===== src/design/srsw_pkg.sv =====
package srsw_pkg;

  localparam int unsigned SEQ_W     = 32;
  localparam int unsigned TIMEOUT_W = 16;
  localparam int unsigned LIMIT_W   = 4;

  localparam logic [TIMEOUT_W-1:0] TIMEOUT_RESET = 16'd200;
  localparam logic [LIMIT_W-1:0]   LIMIT_RESET   = 4'd8;

  // Most retransmits one tick may raise.
  localparam logic [3:0] MAX_RETX = 4'd8;

  localparam logic [7:0] ACK_KIND_VALUE = 8'd1;

  // Event kinds on mode
  localparam logic [1:0] MODE_SUBMIT = 2'd0;
  localparam logic [1:0] MODE_ACK    = 2'd1;
  localparam logic [1:0] MODE_TICK   = 2'd2;

  // Result actions
  localparam logic [2:0] ACT_TX_NEW      = 3'd0;
  localparam logic [2:0] ACT_RETX        = 3'd1;
  localparam logic [2:0] ACT_ACK_APPLIED = 3'd2;
  localparam logic [2:0] ACT_ACK_IGNORED = 3'd3;
  localparam logic [2:0] ACT_REJECT      = 3'd4;

  // Register index (paddr word bit)
  localparam logic REG_TIMEOUT = 1'b0;
  localparam logic REG_WINDOW  = 1'b1;

  // Command queue
  localparam int unsigned QUEUE_DEPTH = 2;
  localparam int unsigned QPTR_W      = 1;
  localparam int unsigned QCNT_W      = 2;

  typedef enum logic [1:0] {
    OP_SUBMIT,
    OP_ACK,
    OP_ACK_IGNORE,
    OP_TICK
  } cmd_op_e;

  typedef struct packed {
    cmd_op_e          op;
    logic [SEQ_W-1:0] ack_seq;
  } cmd_t;

  typedef struct packed {
    logic             valid;
    logic [2:0]       action;
    logic [SEQ_W-1:0] seq;
    logic [2:0]       slot;
    logic [SEQ_W-1:0] base;
    logic [3:0]       in_flight;
    logic [3:0]       released;
    logic             last;
  } res_t;

endpackage


===== src/design/selective_repeat_send_window_unit.sv =====
// Sender side of a selective-repeat sliding window.
// Requests: start/busy. A request (mode, ack_seq, ack_kind) is taken on a rising
// edge with start high and busy low. Submit (mode 0), acknowledgement (mode 1)
// and tick (mode 2); mode 3 is swallowed with no result.
// Results: one cycle each on the result ports, flagged by out_valid_o; last_o
// marks the final result of a request. The receiver cannot stall, so results
// are never held back.
// Config: APB port, timeout_ticks at 0x0, window_limit at 0x4, write in idle only.
// Order: submit and ignored ack give a registered result as the request leaves
// the queue; an applied ack first releases the acknowledged front slots, then
// reports; a tick scans the slots in flight (stamp memory read, then age
// compare) and gives no result when nothing has aged.
// Throughput: one request at a time in the back end; a 2-entry request queue
// lets the sender post ahead, busy is high while that queue is full.
// Reset: window empty, base and next sequence 0, tick clock 0, timeout 200,
// window limit 8.
module selective_repeat_send_window_unit #(
  parameter int unsigned WINDOW_DEPTH = 8
) (
  input  logic        clk_i,
  input  logic        rst_ni,
  // request channel
  input  logic        start,
  output logic        busy,
  input  logic [1:0]  mode_i,
  input  logic [31:0] ack_seq_i,
  input  logic [7:0]  ack_kind_i,
  // result channel
  output logic        out_valid_o,
  output logic [2:0]  action_o,
  output logic [31:0] seq_out_o,
  output logic [2:0]  slot_out_o,
  output logic [31:0] base_out_o,
  output logic [3:0]  in_flight_o,
  output logic [3:0]  released_o,
  output logic        last_o,
  // configuration
  input  logic        psel,
  input  logic        penable,
  input  logic        pwrite,
  input  logic [2:0]  paddr,
  input  logic [31:0] pwdata,
  output logic [31:0] prdata,
  output logic        pready
);
  import srsw_pkg::*;

  logic [TIMEOUT_W-1:0] timeout_q;
  logic [LIMIT_W-1:0]   limit_q;
  logic                 cfg_wr;

  cmd_t push_cmd, q_cmd;
  logic push, q_full, q_valid, q_pop;
  res_t res;

  // Registers are decoded on the word bit only.
  assign pready = 1'b1;
  assign cfg_wr = psel && penable && pwrite && pready;
  assign prdata = (paddr[2] == REG_WINDOW) ? 32'(limit_q) : 32'(timeout_q);

  always_ff @(posedge clk_i or negedge rst_ni) begin
    if (!rst_ni) begin
      timeout_q <= TIMEOUT_RESET;
      limit_q   <= LIMIT_RESET;
    end else if (cfg_wr) begin
      if (paddr[2] == REG_WINDOW) begin
        limit_q <= pwdata[LIMIT_W-1:0];
      end else begin
        timeout_q <= pwdata[TIMEOUT_W-1:0];
      end
    end
  end

  // Front end: classify the request and post it.
  srsw_front u_front (
    .start      (start),
    .busy       (busy),
    .mode_i     (mode_i),
    .ack_seq_i  (ack_seq_i),
    .ack_kind_i (ack_kind_i),
    .q_full_i   (q_full),
    .push_o     (push),
    .cmd_o      (push_cmd)
  );

  srsw_queue u_queue (
    .clk_i   (clk_i),
    .rst_ni  (rst_ni),
    .push_i  (push),
    .cmd_i   (push_cmd),
    .full_o  (q_full),
    .pop_i   (q_pop),
    .valid_o (q_valid),
    .cmd_o   (q_cmd)
  );

  // Back end: window state, release walk and timeout scan.
  srsw_back #(
    .WINDOW_DEPTH (WINDOW_DEPTH)
  ) u_back (
    .clk_i       (clk_i),
    .rst_ni      (rst_ni),
    .cmd_valid_i (q_valid),
    .cmd_i       (q_cmd),
    .cmd_pop_o   (q_pop),
    .timeout_i   (timeout_q),
    .limit_i     (limit_q),
    .res_o       (res)
  );

  assign out_valid_o = res.valid;
  assign action_o    = res.action;
  assign seq_out_o   = res.seq;
  assign slot_out_o  = res.slot;
  assign base_out_o  = res.base;
  assign in_flight_o = res.in_flight;
  assign released_o  = res.released;
  assign last_o      = res.last;

endmodule


===== src/design/srsw_front.sv =====
module srsw_front (
  input  logic               start,
  output logic               busy,
  input  logic [1:0]         mode_i,
  input  logic [31:0]        ack_seq_i,
  input  logic [7:0]         ack_kind_i,
  input  logic               q_full_i,
  output logic               push_o,
  output srsw_pkg::cmd_t     cmd_o
);
  import srsw_pkg::*;

  logic known;

  always_comb begin
    cmd_o.ack_seq = ack_seq_i;
    cmd_o.op      = OP_SUBMIT;
    known         = 1'b1;
    unique case (mode_i)
      MODE_SUBMIT: cmd_o.op = OP_SUBMIT;
      MODE_ACK: begin
        cmd_o.op = (ack_kind_i == ACK_KIND_VALUE) ? OP_ACK : OP_ACK_IGNORE;
      end
      MODE_TICK:   cmd_o.op = OP_TICK;
      default:     known = 1'b0;  // unused kind: swallowed, no result
    endcase
  end

  assign busy   = q_full_i;
  assign push_o = start && !q_full_i && known;

endmodule


===== src/design/srsw_queue.sv =====
module srsw_queue (
  input  logic           clk_i,
  input  logic           rst_ni,
  input  logic           push_i,
  input  srsw_pkg::cmd_t cmd_i,
  output logic           full_o,
  input  logic           pop_i,
  output logic           valid_o,
  output srsw_pkg::cmd_t cmd_o
);
  import srsw_pkg::*;

  cmd_t              mem_q [QUEUE_DEPTH];
  logic [QPTR_W-1:0] wr_ptr_q, rd_ptr_q;
  logic [QCNT_W-1:0] cnt_q;
  logic              do_pop;

  assign full_o  = (cnt_q == QCNT_W'(QUEUE_DEPTH));
  assign valid_o = (cnt_q != '0);
  assign cmd_o   = mem_q[rd_ptr_q];
  assign do_pop  = pop_i && valid_o;

  always_ff @(posedge clk_i) begin
    if (push_i) begin
      mem_q[wr_ptr_q] <= cmd_i;
    end
  end

  always_ff @(posedge clk_i or negedge rst_ni) begin
    if (!rst_ni) begin
      wr_ptr_q <= '0;
      rd_ptr_q <= '0;
      cnt_q    <= '0;
    end else begin
      if (push_i) begin
        wr_ptr_q <= wr_ptr_q + QPTR_W'(1);
      end
      if (do_pop) begin
        rd_ptr_q <= rd_ptr_q + QPTR_W'(1);
      end
      if (push_i && !do_pop) begin
        cnt_q <= cnt_q + QCNT_W'(1);
      end else if (do_pop && !push_i) begin
        cnt_q <= cnt_q - QCNT_W'(1);
      end
    end
  end

endmodule


===== src/design/srsw_back.sv =====
module srsw_back #(
  parameter int unsigned WINDOW_DEPTH = 8
) (
  input  logic                               clk_i,
  input  logic                               rst_ni,
  input  logic                               cmd_valid_i,
  input  srsw_pkg::cmd_t                     cmd_i,
  output logic                               cmd_pop_o,
  input  logic [srsw_pkg::TIMEOUT_W-1:0]     timeout_i,
  input  logic [srsw_pkg::LIMIT_W-1:0]       limit_i,
  output srsw_pkg::res_t                     res_o
);
  import srsw_pkg::*;

  localparam int unsigned IW = (WINDOW_DEPTH > 1) ? $clog2(WINDOW_DEPTH) : 1;
  localparam int unsigned CW = $clog2(WINDOW_DEPTH + 1);
  localparam int unsigned SW = IW + 1;

  typedef enum logic [2:0] {
    ST_IDLE,
    ST_RELEASE,
    ST_SCAN_RD,
    ST_SCAN_CMP,
    ST_FLUSH
  } state_e;

  state_e            state_q;
  logic [SEQ_W-1:0]  base_q, next_q, clock_q, ack_seq_q;
  logic [IW-1:0]     head_q, slot_q;
  logic [CW-1:0]     count_q, freed_q, idx_q;
  logic [3:0]        n_q;
  logic              acked_q [WINDOW_DEPTH];
  logic              pend_valid_q;
  logic [SEQ_W-1:0]  pend_seq_q;
  logic [IW-1:0]     pend_slot_q;
  res_t              res_q;
  res_t              res_d;

  logic [SEQ_W-1:0]  stamp_mem [WINDOW_DEPTH];
  logic [SEQ_W-1:0]  stamp_rd_q;

  // Ring position of the slot at a given distance from the head.
  function automatic logic [IW-1:0] ring(input logic [IW-1:0] head,
                                         input logic [CW-1:0] off);
    logic [SW-1:0] sum;
    sum = {1'b0, head} + SW'(off);
    if (sum >= SW'(WINDOW_DEPTH)) begin
      sum = sum - SW'(WINDOW_DEPTH);
    end
    return sum[IW-1:0];
  endfunction

  function automatic res_t mk_res(input logic [2:0] action, input logic [SEQ_W-1:0] seq,
                                  input logic [IW-1:0] slot, input logic [SEQ_W-1:0] base,
                                  input logic [CW-1:0] cnt, input logic [CW-1:0] freed,
                                  input logic last);
    res_t r;
    r.valid     = 1'b1;
    r.action    = action;
    r.seq       = seq;
    r.slot      = 3'(slot);
    r.base      = base;
    r.in_flight = 4'(cnt);
    r.released  = 4'(freed);
    r.last      = last;
    return r;
  endfunction

  logic [7:0]        lim_eff;
  logic              sub_full;
  logic [IW-1:0]     sub_slot, ack_slot, scan_slot, head_inc;
  logic [SEQ_W-1:0]  ack_off, age;
  logic              ack_in_win, aged;
  logic [CW-1:0]     idx_nxt;
  logic [3:0]        n_nxt;
  logic              st_we;
  logic [IW-1:0]     st_waddr;

  always_comb begin
    lim_eff = 8'(limit_i);
    if (lim_eff > 8'(WINDOW_DEPTH)) begin
      lim_eff = 8'(WINDOW_DEPTH);
    end
  end

  assign sub_full   = (8'(count_q) >= lim_eff);
  assign sub_slot   = ring(head_q, count_q);
  assign ack_off    = cmd_i.ack_seq - base_q;
  assign ack_in_win = (ack_off < SEQ_W'(count_q));
  assign ack_slot   = ring(head_q, ack_off[CW-1:0]);
  assign scan_slot  = ring(head_q, idx_q);
  assign head_inc   = ring(head_q, CW'(1));
  assign age        = clock_q - stamp_rd_q;
  assign aged       = !acked_q[slot_q] && (age > SEQ_W'(timeout_i));
  assign idx_nxt    = idx_q + CW'(1);
  assign n_nxt      = n_q + 4'(aged);

  assign cmd_pop_o  = (state_q == ST_IDLE) && cmd_valid_i;

  assign st_we = (cmd_pop_o && cmd_i.op == OP_SUBMIT && !sub_full) ||
                 (state_q == ST_SCAN_CMP && aged);
  assign st_waddr = (state_q == ST_IDLE) ? sub_slot : slot_q;

  // Result for this cycle; the strobe drops whenever nothing is reported.
  always_comb begin
    res_d       = res_q;
    res_d.valid = 1'b0;
    unique case (state_q)
      ST_IDLE: begin
        if (cmd_valid_i) begin
          case (cmd_i.op)
            OP_SUBMIT: begin
              if (sub_full) begin
                res_d = mk_res(ACT_REJECT, next_q, '0, base_q, count_q, '0, 1'b1);
              end else begin
                res_d = mk_res(ACT_TX_NEW, next_q, sub_slot, base_q,
                               count_q + CW'(1), '0, 1'b1);
              end
            end
            OP_ACK: begin
              if (!ack_in_win) begin
                res_d = mk_res(ACT_ACK_IGNORED, cmd_i.ack_seq, '0, base_q,
                               count_q, '0, 1'b1);
              end
            end
            OP_ACK_IGNORE: begin
              res_d = mk_res(ACT_ACK_IGNORED, cmd_i.ack_seq, '0, base_q,
                             count_q, '0, 1'b1);
            end
            default: ;
          endcase
        end
      end
      ST_RELEASE: begin
        if (count_q == '0 || !acked_q[head_q]) begin
          res_d = mk_res(ACT_ACK_APPLIED, ack_seq_q, slot_q, base_q,
                         count_q, freed_q, 1'b1);
        end
      end
      ST_SCAN_CMP: begin
        if (aged && pend_valid_q) begin
          res_d = mk_res(ACT_RETX, pend_seq_q, pend_slot_q, base_q,
                         count_q, '0, 1'b0);
        end
      end
      ST_FLUSH: begin
        if (pend_valid_q) begin
          res_d = mk_res(ACT_RETX, pend_seq_q, pend_slot_q, base_q,
                         count_q, '0, 1'b1);
        end
      end
      default: ;
    endcase
  end

  // Send-time stamps; the read port runs every cycle, but only held slots are used.
  always_ff @(posedge clk_i) begin
    if (st_we) begin
      stamp_mem[st_waddr] <= clock_q;
    end
    stamp_rd_q <= stamp_mem[scan_slot];
  end

  always_ff @(posedge clk_i or negedge rst_ni) begin
    if (!rst_ni) begin
      state_q      <= ST_IDLE;
      base_q       <= '0;
      next_q       <= '0;
      clock_q      <= '0;
      ack_seq_q    <= '0;
      head_q       <= '0;
      slot_q       <= '0;
      count_q      <= '0;
      freed_q      <= '0;
      idx_q        <= '0;
      n_q          <= '0;
      pend_valid_q <= 1'b0;
      pend_seq_q   <= '0;
      pend_slot_q  <= '0;
      res_q        <= '0;
      for (int i = 0; i < int'(WINDOW_DEPTH); i++) begin
        acked_q[i] <= 1'b0;
      end
    end else begin
      res_q <= res_d;
      unique case (state_q)
        ST_IDLE: begin
          if (cmd_valid_i) begin
            case (cmd_i.op)
              OP_SUBMIT: begin
                if (!sub_full) begin
                  acked_q[sub_slot] <= 1'b0;
                  count_q           <= count_q + CW'(1);
                  next_q            <= next_q + SEQ_W'(1);
                end
              end
              OP_ACK: begin
                if (ack_in_win) begin
                  acked_q[ack_slot] <= 1'b1;
                  ack_seq_q         <= cmd_i.ack_seq;
                  slot_q            <= ack_slot;
                  freed_q           <= '0;
                  state_q           <= ST_RELEASE;
                end
              end
              OP_TICK: begin
                clock_q      <= clock_q + SEQ_W'(1);
                idx_q        <= '0;
                n_q          <= '0;
                pend_valid_q <= 1'b0;
                if (count_q != '0) begin
                  state_q <= ST_SCAN_RD;
                end
              end
              default: ;  // foreign header: result only
            endcase
          end
        end
        ST_RELEASE: begin
          // one front slot released per cycle
          if (count_q != '0 && acked_q[head_q]) begin
            acked_q[head_q] <= 1'b0;
            head_q          <= head_inc;
            base_q          <= base_q + SEQ_W'(1);
            count_q         <= count_q - CW'(1);
            freed_q         <= freed_q + CW'(1);
          end else begin
            state_q <= ST_IDLE;
          end
        end
        ST_SCAN_RD: begin
          slot_q  <= scan_slot;
          state_q <= ST_SCAN_CMP;
        end
        ST_SCAN_CMP: begin
          // a found slot is held back one step so the final one can carry last
          if (aged) begin
            pend_valid_q <= 1'b1;
            pend_seq_q   <= base_q + SEQ_W'(idx_q);
            pend_slot_q  <= slot_q;
          end
          idx_q <= idx_nxt;
          n_q   <= n_nxt;
          if (idx_nxt >= count_q || n_nxt == MAX_RETX) begin
            state_q <= ST_FLUSH;
          end else begin
            state_q <= ST_SCAN_RD;
          end
        end
        ST_FLUSH: begin
          pend_valid_q <= 1'b0;
          state_q      <= ST_IDLE;
        end
        default: state_q <= ST_IDLE;
      endcase
    end
  end

  assign res_o = res_q;

endmodule


===== config.mk =====
export PLATFORM = sky130hd
export DESIGN_NAME = selective_repeat_send_window_unit
export DESIGN_NICKNAME = d
export VERILOG_FILES = /design/src/design/srsw_pkg.sv /design/src/design/selective_repeat_send_window_unit.sv /design/src/design/srsw_front.sv /design/src/design/srsw_queue.sv /design/src/design/srsw_back.sv
export SDC_FILE = /design/constraint.sdc
export NUM_CORES = 1
export LEC_CHECK = 0
export ABC_CLOCK_PERIOD_IN_PS = 12800
export BUFFER_PORTS_ARGS = -buffer_cell sky130_fd_sc_hd__buf_2
export CAP_MARGIN = 20
export CELL_PAD_IN_SITES_DETAIL_PLACEMENT = 1
export CELL_PAD_IN_SITES_GLOBAL_PLACEMENT = 1
export CORE_ASPECT_RATIO = 1.75
export CORE_MARGIN = 4
export CORE_UTILIZATION = 54
export CTS_CLUSTER_SIZE = 12
export DETAILED_ROUTE_END_ITERATION = 8
export HOLD_SLACK_MARGIN = 0.1
export PLACE_DENSITY = 0.93
export REMOVE_ABC_BUFFERS = 1
export SYNTH_ARGS = -nofsm -noshare
export SYNTH_HDL_FRONTEND = slang
export SYNTH_SLANG_ARGS = --single-unit

===== constraint.sdc =====
create_clock -name clk_i -period 12.8 [get_ports clk_i]
set_input_delay 1.92 -clock clk_i [delete_from_list [all_inputs] [get_ports clk_i]]
set_output_delay 1.92 -clock clk_i [all_outputs]
set_load 0.02 [all_outputs]

==> metrics.md, run 1 <==
| Metric | Value |
|---|---|
| Hold Violations, Final | 0 |
| Slew Limit Fails | 0 |
| Overall Global Routing Usage | 32.9% |
| Clock latency on the worst-skew pair | 0.63 ns |
| Layout fillers | 5909 |
| Core footprint | 59200 sq um |
| Hold Buf Count CTS | 0 |
| Peak VDD IR | 0.154 mV |
| Worst Setup SP | u_queue.rd_ptr_q$_DFFE_PN0P_ |
| Multi-input gate area | 13500 sq um |
| Wirelength, routed | 105000 microns |
| Final Instance Count excl. Fillers | 3644 |
| Worst Setup End Kind | register |
| Clock buffer depth | 3 |
| Largest register FFs | 256 |
| Worst setup SP type | register |
| Initial Util | 54.6% |
| CTS tree | built |
| Syn Area/Cell | 12.1 sq um |
| Worst-margin pin slew | 1.17 ns |
| Reg2reg setup slack | 5.69 ns |
| Crit path arrival time | 7.65 ns |
| Detail Placement HPWL | 72200 microns |
| Routed WL per cell | 28.9 microns |
| Clock Skews | 0.0207 ns |
| PwrDens | 237 nW/um^2 |
| Final Cycle Share | 55.5% |
| Setup TNS | 0 ns |
| Fin area | 36100 sq um |
| Vias | 23700 |
| #FFs+latches synth | 657 |
| Fmax | 141 MHz |
| CTS Root Cell | clkbuf_16 |
| Hold WC Path Type | register to register |
| Growth of design area from synthesis to finish | 11.7% |
| Layout cells sized above 1 | 18.5% |
| Setup Viol. Count Final | 0 |
| # IOs | 197 |
| GP Congestion | 0.927 |
| Ys async rst share | 45.8% |
| Final #Nets | 3014 |
| Area of the mapped netlist | 32300 sq um |
| Number of instances in the placed design | 3516 |
| IO Port Bufs | 161 |
| Number of enable flip-flop cells after synthesis | 324 |
| Status | finished, final reports clean |
| Pre-antenna DRT Iters | 6 |
| Antenna-violating nets left | 0 |
| Number of clock sinks | 657 |
| Die width | 193 microns |
| Max-Cap Viols | 0 |
| CP required | 13.34 ns |
| Overflow after GRT | 0 |
| Antenna violations before repair | 2 |
| DIE AREA | 64000 sq um |
| Drt via density | 6.50 |
| Vias in the first global route | 26800 |
| Slew headroom | 20.1% |
| Resize count post-CTS | 0 |
| Prevailing post-synth register cell | edfxtp_1 |
| Netlist cell types | 95 |
| Initial DRC Count | 1658 |
| Leakage | 0.0146 uW |
| Placed inst area | 33900 sq um |
| CP Class | register to register |
| Post-CTS setup buffers | 0 |
| Drt drc | 0 |
| Clock H-tree levels | 3 |
| Sequential cell area | 17900 sq um |
| TritonCTS Buffers | 67 |
| Largest net degree at the start of global routing | 104 |
| Post-Synthesis Cells | 2661 |
| Largest Register | u_back.stamp_mem |
| Min Tclk post-route | 7.11 ns |
| Core Rows | 118 |
| Die height | 332 microns |
| Post-layout util | 61.0% |
| Register area share after synthesis | 55.4% |
| Clock-pin slew on the worst setup and hold paths | 0.06 ns |
| CP Capture Point | u_back.res_o[19]$_DFFE_PN0P_ |
| Critical R2R Launch | u_queue.rd_ptr_q$_DFFE_PN0P_ |
| Worst hold-check slack | 0.503 ns |
| FF-to-FF path depth | 16 |
| RSZ-0062 raised after global routing | false |
| CP max FO | 40 |
| Synth Warn # | 0 |
| First-pass GRT wire length | 159000 microns |
| Worst R2R End | u_back.res_o[19]$_DFFE_PN0P_ |
==> final cells by class <==
| class | count | share of cell area (%) |
|---|---|---|
| Clock inverter | 9 | 0.416 |
| Tap cell | 780 | 2.70 |
| Multi-Input combinational cell | 1758 | 37.3 |
| Sequential cell | 657 | 49.6 |
| Inverter | 124 | 1.29 |
| Timing Repair Buffer | 202 | 3.27 |
| Clock buffer | 113 | 5.40 |
| Antenna cell | 1 | 0.00693 |
==> cell usage after synthesis, drive strengths merged (9+ instances only) <==
cell	count	share of area (%)
inv	122	1.4
nor3b	9	0.21
o21a	12	0.28
edfxtp	324	30
clkbuf	86	1.0
o21ai	99	1.5
nand4	51	1.0
nor4	14	0.31
a21o	40	0.93
xnor2	135	3.7
ha	115	4.5
dfrtp	297	23
buf	51	0.98
o211ai	13	0.30
mux4	68	4.7
o31ai	13	0.33
nor2b	22	0.43
nand3	59	0.91
and2	22	0.43
a21oi	169	2.7
nor2	156	1.8
xor2	39	1.1
and3	35	0.68
a22o	38	1.0
a211oi	18	0.50
or3	13	0.27
dfxtp	32	2.0
nand2b	19	0.37
mux2	123	4.3
mux2i	16	0.50
a222oi	34	1.1
a31oi	53	1.0
nand2	203	2.4
nor3	39	0.62
==> worst min-delay path by stage <==
stage	startpoint	slack, ns	depth (start not counted)	endpoint
after detailed placement	u_back.next_q[31]$_DFFE_PN0P_	0.47	1	u_back.next_q[31]$_DFFE_PN0P_
after global routing	u_back.res_o[3]$_DFFE_PN0P_	0.51	1	u_back.res_o[3]$_DFFE_PN0P_
after floorplan	u_back.next_q[31]$_DFFE_PN0P_	0.44	1	u_back.next_q[31]$_DFFE_PN0P_
after CTS	u_back.res_o[3]$_DFFE_PN0P_	0.50	1	u_back.res_o[3]$_DFFE_PN0P_
final	u_back.res_o[38]$_DFFE_PN0P_	0.50	1	u_back.res_o[38]$_DFFE_PN0P_
after global placement	u_back.next_q[31]$_DFFE_PN0P_	0.46	1	u_back.next_q[31]$_DFFE_PN0P_
==> critical path, cell delays in order (launching register included) <==
cell	delay, ns
dfrtp_2	1.05
mux2i_1	0.56
ha_1	0.27
inv_1	0.06
fa_1	0.41
a21o_1	0.22
a311oi_2	0.36
or2_1	0.31
a211oi_1	0.11
a2111oi_0	0.55
nor4b_2	0.33
nand4_2	0.30
nor3_2	0.37
nand3_2	0.91
nand2_1	0.36
buf_4	0.49
a22o_1	0.28
==> metrics by stage <==
step | setup slack (ns) | power (uW)
after floorplan | 4.94 | 5230
after global placement | 6.37 | 6230
after detailed placement | 6.00 | 6500
after CTS | 5.92 | 8500
after global routing | 5.46 | 8960
final | 5.69 | 8550
==> where the power goes <==
group	switching, uW	internal (uW)
Combinational	2350	1350
Clock	819	1100
Sequential	290	2630
==> per-layer routing <==
layer | routed length, microns | vias to the layer above | global-route usage (%)
met3 | 5120 | 423 | 5.21
met1 | 33600 | 12100 | 32.7
met4 | 9140 | 0 | 24.3
met5 | 0 | - | 0
met2 | 57600 | 1011 | 60.2
li1 | - | 10200 | -
==> placed cells by master (no fill, tap or decap), types with 114 or more instances in the layout <==
cell      netlist  final
xnor2_1       135    134
nand2_1       203    203
inv_1         122    122
ha_1          115    114
edfxtp_1      324    324
dfrtp_1       297    296
nor2_1        155    152
buf_2          11    162
mux2_2        123    123
a21oi_1       165    165
==> logic make-up after synthesis <==
logic type | share of synthesized area, %
buf+inv | 3.43
simple gates | 10.1
fa+ha+maj | 4.82
compound gates | 12.0
other cells | 0.0232
mux | 9.52
flops | 55.4
xor+xnor | 4.72
Power figures use the tool's default switching activity.
==> inputs of run 2 (changes only) <==
ABC_CLOCK_PERIOD_IN_PS = 7100   (was 12800)
CORE_UTILIZATION = 50   (was 54)
PLACE_DENSITY = 0.88   (was 0.93)
clock period = 7.1 ns   (was 12.8 ns; I/O delays follow)
==> metrics.md, run 2 (same netlist as run 1, synthesis figures left out) <==
| Metric | Value |
|---|---|
| DIE AREA | 68900 sq um |
| Hold Buf Count CTS | 0 |
| Leakage | 0.0146 uW |
| TritonCTS Buffers | 68 |
| Growth of design area from synthesis to finish | 11.9% |
| Slew headroom | 27.7% |
| GP Congestion | 0.943 |
| Multi-input gate area | 13500 sq um |
| Placed inst area | 34000 sq um |
| Largest Register | u_back.stamp_mem |
| Vias in the first global route | 26000 |
| CP Class | register to register |
| Largest register FFs | 256 |
| Core Rows | 123 |
| Clock-pin slew on the worst setup and hold paths | 0.07 ns |
| Max-Cap Viols | 0 |
| Overall Global Routing Usage | 29.6% |
| Most frequent cells in the layout | edfxtp_1 (324), dfrtp_1 (296), nand2_1 (203) |
| Wirelength, routed | 103000 microns |
| Layout fillers | 6523 |
| Core footprint | 64200 sq um |
| Final #Nets | 3023 |
| Clock H-tree levels | 3 |
| Peak VDD IR | 0.299 mV |
| Clock Skews | 0.0310 ns |
| Drt via density | 6.33 |
| Layout cells sized above 1 | 18.8% |
| Fmax | 155 MHz |
| PwrDens | 423 nW/um^2 |
| CP required | 7.60 ns |
| CTS Root Cell | clkbuf_16 |
| Drt drc | 0 |
| Initial DRC Count | 1407 |
| CP max FO | 11 |
| CP Capture Point | u_back.state_q[1]$_DFFE_PN0P_ |
| Worst path max stage delay | 0.57 ns |
| Worst R2R End | u_back.state_q[1]$_DFFE_PN0P_ |
| # IOs | 197 |
| Final Cycle Share | 91.1% |
| Routed WL per cell | 28.0 microns |
| Clock buffer depth | 3 |
| Detail Placement HPWL | 73000 microns |
| Pre-antenna DRT Iters | 6 |
| WL met3 | 4470 microns |
| Topmost layer with routed signal wires | met5 |
| Crit path arrival time | 6.97 ns |
| Antenna-violating nets left | 0 |
| First-pass GRT wire length | 156000 microns |
| Post-CTS setup buffers | 0 |
| Worst Setup End Kind | register |
| FF-to-FF path depth | 27 |
| Worst Setup SP | u_back.clock_q[0]$_DFFE_PN0P_ |
| Die height | 344 microns |
| Min Tclk post-route | 6.47 ns |
| Metal2 WL | 56100 microns |
| CTS tree | built |
| Worst-margin pin slew | 1.08 ns |
| Reg2reg setup slack | 0.63 ns |
| Sequential cell area | 17900 sq um |
| RSZ-0062 raised after global routing | false |
| Slew Limit Fails | 0 |
| Setup Viol. Count Final | 0 |
| Clock latency on the worst-skew pair | 0.64 ns |
| Resize count post-CTS | 0 |
| Critical R2R Launch | u_back.clock_q[0]$_DFFE_PN0P_ |
| Number of clock sinks | 657 |
| Commonest non-fill, non-tap cell in the layout | edfxtp_1 |
| Crit-path slowest cell | dfrtp_1 |
| Largest net degree at the start of global routing | 95 |
| Initial Util | 50.4% |
| Status | finished, final reports clean |
| Die width | 200 microns |
| Overflow after GRT | 0 |
| IO Port Bufs | 161 |
| Final Instance Count excl. Fillers | 3686 |
| Hold WC Path Type | input pin to async pin |
| Antenna violations before repair | 2 |
| Worst setup SP type | register |
| Vias | 23300 |
| Hold Violations, Final | 0 |
| Met1 wire length | 33900 microns |
| Fin area | 36200 sq um |
| Number of instances in the placed design | 3558 |
run 2: cell count changes in the layout (fill, tap and decap cells not counted), moves of 2 or more:
cell        previous run  this run
bufinv_16              3         1
clkbuf_16             68        71
inv_6                  5         2
clkinvlp_4             0         2
clkinv_1               2         4
clkbuf_8               8         4
clkinv_2               0         3
clkbuf_1              37        35
buf_4                 34        44
run 2: final cells by class:
| class | count | share of cell area [%] |
|---|---|---|
| Inverter | 124 | 1.29 |
| Timing Repair Buffer | 210 | 3.32 |
| Sequential cell | 657 | 49.5 |
| Clock inverter | 14 | 0.367 |
| Antenna cell | 1 | 0.00692 |
| Clock buffer | 110 | 5.43 |
| Tap cell | 812 | 2.81 |
| Multi-Input combinational cell | 1758 | 37.2 |
run 2: where the power goes:
part / total (uW) / switching (uW) / internal [uW]
clock network: 3450 / 1510 / 1940
logic: 6610 / 4200 / 2400
registers: 5220 / 469 / 4750
run 2: worst min path at each step:
stage,slack (ns),depth (start not counted),from,endpoint
floorplan,0.44,1,u_back.next_q[31]$_DFFE_PN0P_,u_back.next_q[31]$_DFFE_PN0P_
global placement,0.46,1,u_back.next_q[31]$_DFFE_PN0P_,u_back.next_q[31]$_DFFE_PN0P_
detailed placement,0.48,1,u_queue.cnt_q[1]$_DFFE_PN0P_,u_queue.cnt_q[1]$_DFFE_PN0P_
CTS,0.48,1,rst_ni,u_back.pend_valid_q$_DFFE_PN0P_
global route,0.50,1,rst_ni,u_back.acked_q[5]$_DFFE_PN0P_
finish,0.45,1,rst_ni,u_back.acked_q[5]$_DFFE_PN0P_
run 2: critical path: cells and delay by family, from the launching register on:
kind / cells / cell delay [ns]
fa+ha+maj: 5 / 1.36
xor+xnor: 1 / 0.12
compound gates: 14 / 2.90
buf+inv: 1 / 0.16
simple gates: 6 / 1.24
flops: 1 / 0.57
run 2: metrics by stage:
| stage | util [%] | TNS [ns] | worst slack, ns | hold WS, ns | total power, uW |
|---|---|---|---|---|---|
| 2_1_floorplan | - | -124.03 | -0.762 | 0.444 | 9440 |
| 4_1_cts | 56.3 | 0 | 0.708 | 0.476 | 15300 |
| 3_5_place_dp | 53.0 | 0 | 0.831 | 0.478 | 11800 |
| 6_report | 56.3 | 0 | 0.629 | 0.450 | 15300 |
| 5_1_grt | 56.3 | 0 | 0.364 | 0.499 | 16000 |
| 3_3_place_gp | 53.0 | 0 | 1.17 | 0.462 | 11400 |
run 2: layer usage:
| metal | vias up | track usage [%] |
|---|---|---|
| li1 | 10200 | - |
| met1 | 12000 | 29.3 |
| met2 | 826 | 56.0 |
| met3 | 361 | 4.09 |
| met4 | 2 | 21.8 |
| met5 | - | 0 |
